File: src/hat_ram.sv
module hat_ram #(
  parameter int WIDTH = 8,
  parameter int DEPTH = 16
) (
  input  logic                     clk,
  input  logic                     we,
  input  logic [$clog2(DEPTH)-1:0] waddr,
  input  logic [WIDTH-1:0]         wdata,
  input  logic [$clog2(DEPTH)-1:0] raddr,
  output logic [WIDTH-1:0]         rdata
);

  logic [WIDTH-1:0] mem [DEPTH];

  // write port and registered read port
  always_ff @(posedge clk) begin
    if (we) begin
      mem[waddr] <= wdata;
    end
    rdata <= mem[raddr];
  end

endmodule

File: config.mk
export PLATFORM = sky130hd
export DESIGN_NAME = hat_ram
export DESIGN_NICKNAME = d
export VERILOG_FILES = /design/src/hat_ram.sv
export SDC_FILE = /design/constraint.sdc
export NUM_CORES = 1
export LEC_CHECK = 0
export BUFFER_PORTS_ARGS = -buffer_cell sky130_fd_sc_hd__buf_2
export CORE_MARGIN = 2
export CORE_UTILIZATION = 39
export CTS_BUF_LIST = sky130_fd_sc_hd__clkbuf_4 sky130_fd_sc_hd__clkbuf_8
export DETAILED_ROUTE_END_ITERATION = 16
export GPL_TIMING_DRIVEN = 0
export MAX_ROUTING_LAYER = met4
export SLEW_MARGIN = 20
export SYNTH_ARGS = -nofsm -noshare
export SYNTH_HDL_FRONTEND = slang
export SYNTH_SLANG_ARGS = --single-unit
File: constraint.sdc
create_clock -name clk -period 1.8 [get_ports clk]
set_clock_uncertainty 0.2 [all_clocks]
set_input_delay 0.18 -clock clk [delete_from_list [all_inputs] [get_ports clk]]
set_output_delay 0.18 -clock clk [all_outputs]
set_load 0.02 [all_outputs]
* Yosys cells after proc, flatten, opt, wreduce, memory -nomap -nowiden
Memory sizes are Yosys's and may differ from the RTL's. A register that Yosys moved wholly into a read port is not among the register bits.
Cells that the tools add are included.
** Operators by class
- Multiplexer cells :: 2
** Operator list (count)
- two-way mux 1 bit :: 2
** Word-level totals
- Memories kept :: 1
- Register bits :: 0
- Input port bits :: 18
- Bits in writable memories :: 128
** Memory list
- mem :: words 16, bits a word 8, rd ports 1, clocked after memory_dff 1, write ports 1, line 13 : logic [WIDTH-1:0] mem [DEPTH];

* Logic depth before layout (Yosys ltp)
Gate-level depths: netlist of run 1.
- Depth after elaboration :: 2
- Gate-level depth with buffers :: 5

* Least setup slack after synthesis of run 1
Ideal clock, no wire load.
- Path type :: input-to-reg
- Start point :: input waddr[2]
- End point :: memory mem[0][0] (enable)
- Arrival time :: 1290 ps
- Slack :: -73 ps
- Stages on the path :: 2
- Setup time :: 383 ps
- Cell sequence :: or3b_2 > nor3_1
** RTL lines
- start, declared :: line 7 : input logic [$clog2(DEPTH)-1:0] waddr,
- end, declared :: line 13
Straight into the memory's write port.

* Worst setup path after layout of run 1
- Start point :: input waddr[2]
- End point :: memory mem[1][7] (enable)
Straight into the memory's write port.

==> out/results.md, run 1 <==
| Metric | Value | Unit |
| --- | --- | --- |
| Outcome | finished, final reports clean | - |
| Worst vdd ir | 0.482 | mV |
| Number of DRC violations after detailed routing | 0 | - |
| P&R area growth vs syn | 17.6 | % |
| Post-route non-filler standard cell count | 465 | - |
| Final setup vio count | 0 | - |
| DP HPWL | 6200 | um |
| Height of the die | 119 | um |
| Synthesized instance count | 229 | - |
| Fraction of layout instances using a drive strength above 1 | 0.304 | - |
| DIE AREA | 0.0141 | mm2 |
| Dpl cell area | 0.00550 | mm2 |
| Via count of the first global-routing pass | 2408 | - |
| Worst slew slack as a fraction of its limit | 0.422 | - |
| Crit path capture type | flip-flop | - |
| Initial antenna violation count | 0 | - |
| Class of the worst hold path | in -> reg | - |
| Leakage power figure | 2.02 | nW |
| Initial Util | 0.403 | - |
| Ratio of final minimum period to clock period | 0.908 | - |
| Via-to-Cell Ratio | 5.18 | - |
| Cell types occupying the most area after synthesis | edfxtp_1 75%, mux4_2 7.9%, mux4_1 7.1%, dfxtp_1 3.1%, a22oi_1 2.3% | - |
| Number of hold violations in the final report | 0 | - |
| Endpoint arrival time on the critical path | 1.49 | ns |
| CTS Buffer Depth | 2 | - |
| Antenna Nets Post-Route | 0 | - |
| FP Rows | 41 | - |
| Wire length of the first global-routing pass | 14600 | um |
| Final worst hold slack | 0.0353 | ns |
| Data required time of the worst path | 1.65 | ns |
| Net count after synthesis | 247 | - |
| Total power per unit cell area | 1130 | mW/mm2 |
| Diode insertion count for antenna repair | 0 | - |
| Number of buffers created by CTS | 17 | - |
| Kind of critical path | in -> reg | - |
| Port buffer count | 24 | - |
| Post-layout instance area | 0.00606 | mm2 |
| GRT Overall Usage | 0.152 | - |
| Routed wire length | 9840 | um |
| Number of vias in the routed layout | 2411 | - |
| Overflow left after global routing | 0 | - |
| Share of the yosys chip area belonging to registers | 0.778 | - |
| Pre-antenna DRT Iters | 4 | - |
| Final layout net count | 298 | - |
| Htree depth | 4 | - |
| Netlist Area Pre-Place | 0.00515 | mm2 |
| Clock insertion delay at the later pin of the skew report | 0.43 | ns |
| Die span in x | 119 | um |
| Synth top area share | 0.747 | - |
| PnR worst setup slack | 0.165 | ns |
| Pin count of the biggest net entering global routing | 17 | - |
| Number of ports placed on the die boundary | 26 | - |
| F_max | 612 | MHz |
| Cell count after placement | 425 | - |
| Worst-Margin Slew | 0.864 | ns |
| Mean area per synthesized cell | 22.5 | um2 |
| Critical path peak fanout | 8 | - |
| Max-slew violations | 0 | - |
| Synth warnings | 0 | - |
| Place WS | -0.280 | ns |
| TritonCTS clock tree | yes | - |
| Unrepaired setup endpoints after global routing | false | - |
| Area of the core | 0.0128 | mm2 |
| Average detailed-routed wire length per instance | 21.2 | um |
| Synth Register Bits | 136 | - |
| Global placer's final weighted congestion | 0.687 | - |
| Post-CTS setup repair buffer count | 0 | - |
| Number of maximum-capacitance violations | 0 | - |
| Nature of the critical path startpoint | input port | - |
| Number of distinct standard cells referenced by the synthesized netlist | 19 | - |
| Iteration-0 DRC count of the detailed router | 146 | - |
| Dominant cell type by area after synthesis | edfxtp_1 | - |
| Root buffer selected by CTS | clkbuf_8 | - |
| Total power | 6.83 | mW |
| Clock-pin slew on the worst setup and hold paths | 0.06 | ns |
| Fin crit period | 1.64 | ns |
| TritonCTS sink count | 136 | - |
[placed cells by master, fill, tap and decap left out, types with 5 or more instances in the layout]
| cell | count |
|---|---|
| edfxtp_1 | 128 |
| buf_2 | 27 |
| clkbuf_8 | 20 |
| mux4_2 | 18 |
| a22oi_1 | 16 |
| mux4_1 | 14 |
| nor2_1 | 13 |
| nand2_1 | 9 |
| dlygate4sd3_1 | 8 |
| dfxtp_1 | 8 |
| bufinv_16 | 5 |
[cell usage after synthesis, drive strengths merged]
cell type / instances
mux4: 32
nor3: 4
clkdlybuf4s25: 3
or3b: 1
edfxtp: 128
nand3b: 2
buf: 7
nand2b: 2
dfxtp: 8
nand2: 9
and2b: 1
a22oi: 16
nor2b: 1
and2: 1
nor2: 13
nand3: 1
[worst max-delay path, cell delays in order]
cell	delay, ns
buf_2	0.12
or3b_2	0.52
nor2_1	0.66
[power breakdown]
part,switching (mW),leakage (nW),internal [mW]
Sequential,0.0153,1.22,3.54
Combinational,0.221,0.553,0.152
Clock,1.09,0.241,1.82
Total,1.32,2.02,5.51
[repair_timing]
item | CTS | global route
resized for setup | 0 | 0
hold endpoints to repair | 128 | 0
hold buffers | 8 | 0
[registers in the layout (all words and copies together), names as in the netlist]
signal,flops
mem,128
rdata,8
[through the flow]
stage	setup TNS [ns]	util
floorplan	0	-
global placement	-15.74	0.430
detailed placement	-8.87	0.431
CTS	0	0.474
global route	0	0.474
finish	0	0.474
[logic make-up after synthesis]
logic type      synth area share
simple gates              0.0318
compound gates            0.0233
buf+inv                   0.0168
flops                      0.778
mux                        0.150
[layer usage]
layer  wire length, um  up-vias  global-route usage  part of all wire
met4               162        0              0.0670             0.016
met1              4510     1261               0.202              0.46
li1                  -     1073                   -                 -
met3               447       12              0.0354             0.045
met2              4710       65               0.226              0.48
met5                 0        -                   -                 0
[path summary, 6_finish.rpt]
path,start,end,slack (ns),cells past startpoint
worst min-delay path,raddr[1],rdata[0]$_DFF_P_,0.04,4
worst min register to register,mem[10][7]$_DFFE_PP_,rdata[7]$_DFF_P_,0.49,3
worst max-delay path,waddr[2],mem[1][7]$_DFFE_PP_,0.16,3
worst max register to register,mem[14][0]$_DFFE_PP_,rdata[0]$_DFF_P_,0.19,3
[layout make-up]
class / instances / area (um2)
Buffer: 10 / 86.3
Clock buffer: 24 / 305
Clock inverter: 8 / 168
Fill cell: 1040 / 6720
Multi-Input combinational cell: 83 / 1080
Sequential cell: 136 / 4000
Tap cell: 172 / 215
Timing Repair Buffer: 32 / 200
No activity file was read; power rests on OpenSTA's default activity.
==> run 2, diff against run 1 <==
CORE_ASPECT_RATIO = 1.1   (was not set)
==> run 2 against run 1 <==
Compared with the run above:
- highest routed layer unchanged
- setup slack got worse by 0.0082 ns
- non-clock buffer count did not move
- wire length down 0.42%
==> out/results.md, run 2 (synthesis results as in run 1) <==
| Metric | Value | Unit | Change |
| --- | --- | --- | --- |
| Fraction of layout instances using a drive strength above 1 | 0.304 | - | unchanged |
| Max-slew violations | 0 | - | unchanged |
| Final worst hold slack | 0.0820 | ns | +0.0466 ns |
| Clock insertion delay at the later pin of the skew report | 0.42 | ns | about the same |
| P&R area growth vs syn | 16.2 | % |  |
| Iteration-0 DRC count of the detailed router | 191 | - | +31% |
| Initial antenna violation count | 0 | - | unchanged |
| Total power per unit cell area | 1080 | mW/mm2 | -4.2% |
| Port buffer count | 24 | - | unchanged |
| Crit path capture type | flip-flop | - |  |
| Largest stage delay, worst path | 0.55 | ns | -0.11 ns |
| Leakage power figure | 1.99 | nW | -1.1% |
| Utilization of the core after routing | 0.458 | - | -0.0157 |
| CTS Buffer Depth | 2 | - | unchanged |
| Routed wire length | 9800 | um | -0.42% |
| Outcome | finished, final reports clean | - |  |
| Pre-antenna DRT Iters | 4 | - | unchanged |
| Kind of critical path | reg -> reg | - |  |
| Most frequent standard cell in the layout excluding fill and tap cells | edfxtp_1 | - |  |
| TritonCTS clock tree | yes | - |  |
| Number of vias in the routed layout | 2390 | - | -0.87% |
| Root buffer selected by CTS | clkbuf_8 | - |  |
| Register ranked first by flip-flop count | mem | - |  |
| DIE AREA | 0.0141 | mm2 | about the same |
| TritonCTS sink count | 136 | - | unchanged |
| Class of the worst hold path | in -> reg | - |  |
| Via-to-Cell Ratio | 5.26 | - | +1.5% |
| Nature of the critical path startpoint | flip-flop | - |  |
| Unrepaired setup endpoints after global routing | false | - |  |
| Fin crit period | 1.64 | ns | +0.00818 ns |
| Endpoint arrival time on the critical path | 1.76 | ns | +0.27 ns |
| Number of gates given a new drive strength after cts | 0 | - | unchanged |
| Wire length of the first global-routing pass | 14900 | um | +1.7% |
| Registers with the most flip-flops | mem: 128 flops, rdata: 8 flops | - |  |
| Via count of the first global-routing pass | 2441 | - | +1.4% |
| DP HPWL | 6290 | um | +1.5% |
| Number of maximum-capacitance violations | 0 | - | unchanged |
| Worst slew slack as a fraction of its limit | 0.421 | - | -0.00112 |
| Pin count of the biggest net entering global routing | 17 | - | unchanged |
| Initial Util | 0.395 | - | -0.00846 |
| Worst-Margin Slew | 0.866 | ns | +0.00167 ns |
| Number of filler instances in the final layout | 1093 | - | +5.1% |
| Number of hold violations in the final report | 0 | - | unchanged |
| Antenna Nets Post-Route | 0 | - | unchanged |
| Height of the die | 124 | um | +4.7% |
| Critical path peak fanout | 1 | - | -7 |
| Area of the core | 0.0130 | mm2 | +2.1% |
| Ratio of final minimum period to clock period | 0.913 | - | +0.00454 |
| Worst vdd ir | 0.435 | mV | -9.7% |
| Number of flip-flops in the largest register | 128 | - | unchanged |
| Clock-pin slew on the worst setup and hold paths | 0.08 | ns | +0.02 ns |
| Final setup vio count | 0 | - | unchanged |
| Die span in x | 114 | um | -4.5% |
| Average detailed-routed wire length per instance | 21.6 | um | +2.0% |
| Diode insertion count for antenna repair | 0 | - | unchanged |
| Slowest cell on crit path | mux4_1 | - |  |
| Final layout net count | 298 | - | unchanged |
| Htree depth | 4 | - | unchanged |
| Total power | 6.47 | mW | -5.3% |
| FP Rows | 44 | - | +7.3% |
| Number of ports placed on the die boundary | 26 | - | unchanged |
| Global placer's final weighted congestion | 0.790 | - | +15% |
| Number of buffers created by CTS | 17 | - | unchanged |
| Leading cell types in the layout, fill and taps excluded | 128 x edfxtp_1, 27 x buf_2, 18 x mux4_2, 18 x clkbuf_8, 16 x a22oi_1 | - |  |
| Data required time of the worst path | 1.91 | ns | +0.26 ns |
| Ordered list of cells on the worst path | mux4_1, a22oi_1, nand2_1 | - |  |
| GRT Overall Usage | 0.154 | - | +0.00173 |
| Overflow left after global routing | 0 | - | unchanged |
| Number of DRC violations after detailed routing | 0 | - | unchanged |
| F_max | 609 | MHz | -0.50% |
run 2: changes by cell type in the layout (fill, tap and decap cells not counted), sizes merged:
cell,delta
clkinv,+5
bufinv,-2
inv,+2
clkbuf,-4
clkinvlp,-1
run 2: worst paths after layout:
check / start / endpoint / slack (ns) / depth (start not counted)
min: waddr[1] / mem[0][7]$_DFFE_PP_ / 0.08 / 2
min reg2reg: mem[15][2]$_DFFE_PP_ / rdata[2]$_DFF_P_ / 0.48 / 3
max: mem[0][2]$_DFFE_PP_ / rdata[2]$_DFF_P_ / 0.16 / 3
max reg2reg: mem[0][2]$_DFFE_PP_ / rdata[2]$_DFF_P_ / 0.16 / 3
run 2: per-stage QoR:
stage	std cells	area, um2	worst slack (ns)	setup TNS, ns
floorplan	229	5150	0.154	0
global placement	414	5470	-0.425	-19.56
detailed placement	414	5490	-0.253	-9.78
CTS	454	5980	0.173	0
global route	454	5980	0.103	0
finish	454	5980	0.157	0
run 2: timing repair:
| item | in CTS | in global routing |
|---|---|---|
| hold buffers | 8 | 0 |
| hold endpoints to repair | 128 | 0 |
| setup buffers | 0 | 0 |
run 2: layout make-up:
type,instances,area [um2],share of cell area
repair buffers,32,200,0.0335
flip-flops and latches,136,4000,0.669
well taps,161,201,0.0337
multi-input cells,83,1080,0.180
clock inverters,12,149,0.0249
clock buffers,20,263,0.0439
plain buffers,10,86.3,0.0144
run 2: power by group:
part           leakage, nW  internal (mW)  switching (mW)
logic                0.553          0.152           0.225
registers             1.22           3.54          0.0154
clock network        0.218           1.43            1.10
run 2: worst max-delay path: cells and delay by family, from the launching register on:
kind / cells / cell delay (ns)
AO/OA/AOI/OAI: 1 / 0.34
AND/OR/NAND/NOR: 1 / 0.09
multiplexers: 1 / 0.55
flip-flops: 1 / 0.37
run 2: layer usage:
layer / GRT usage / part of all wire / vias to the layer above
met3: 0.0438 / 0.060 / 9
met4: 0.0524 / 0.014 / 0
met1: 0.213 / 0.45 / 1235
met5: - / 0 / -
met2: 0.222 / 0.48 / 72
li1: - / - / 1074
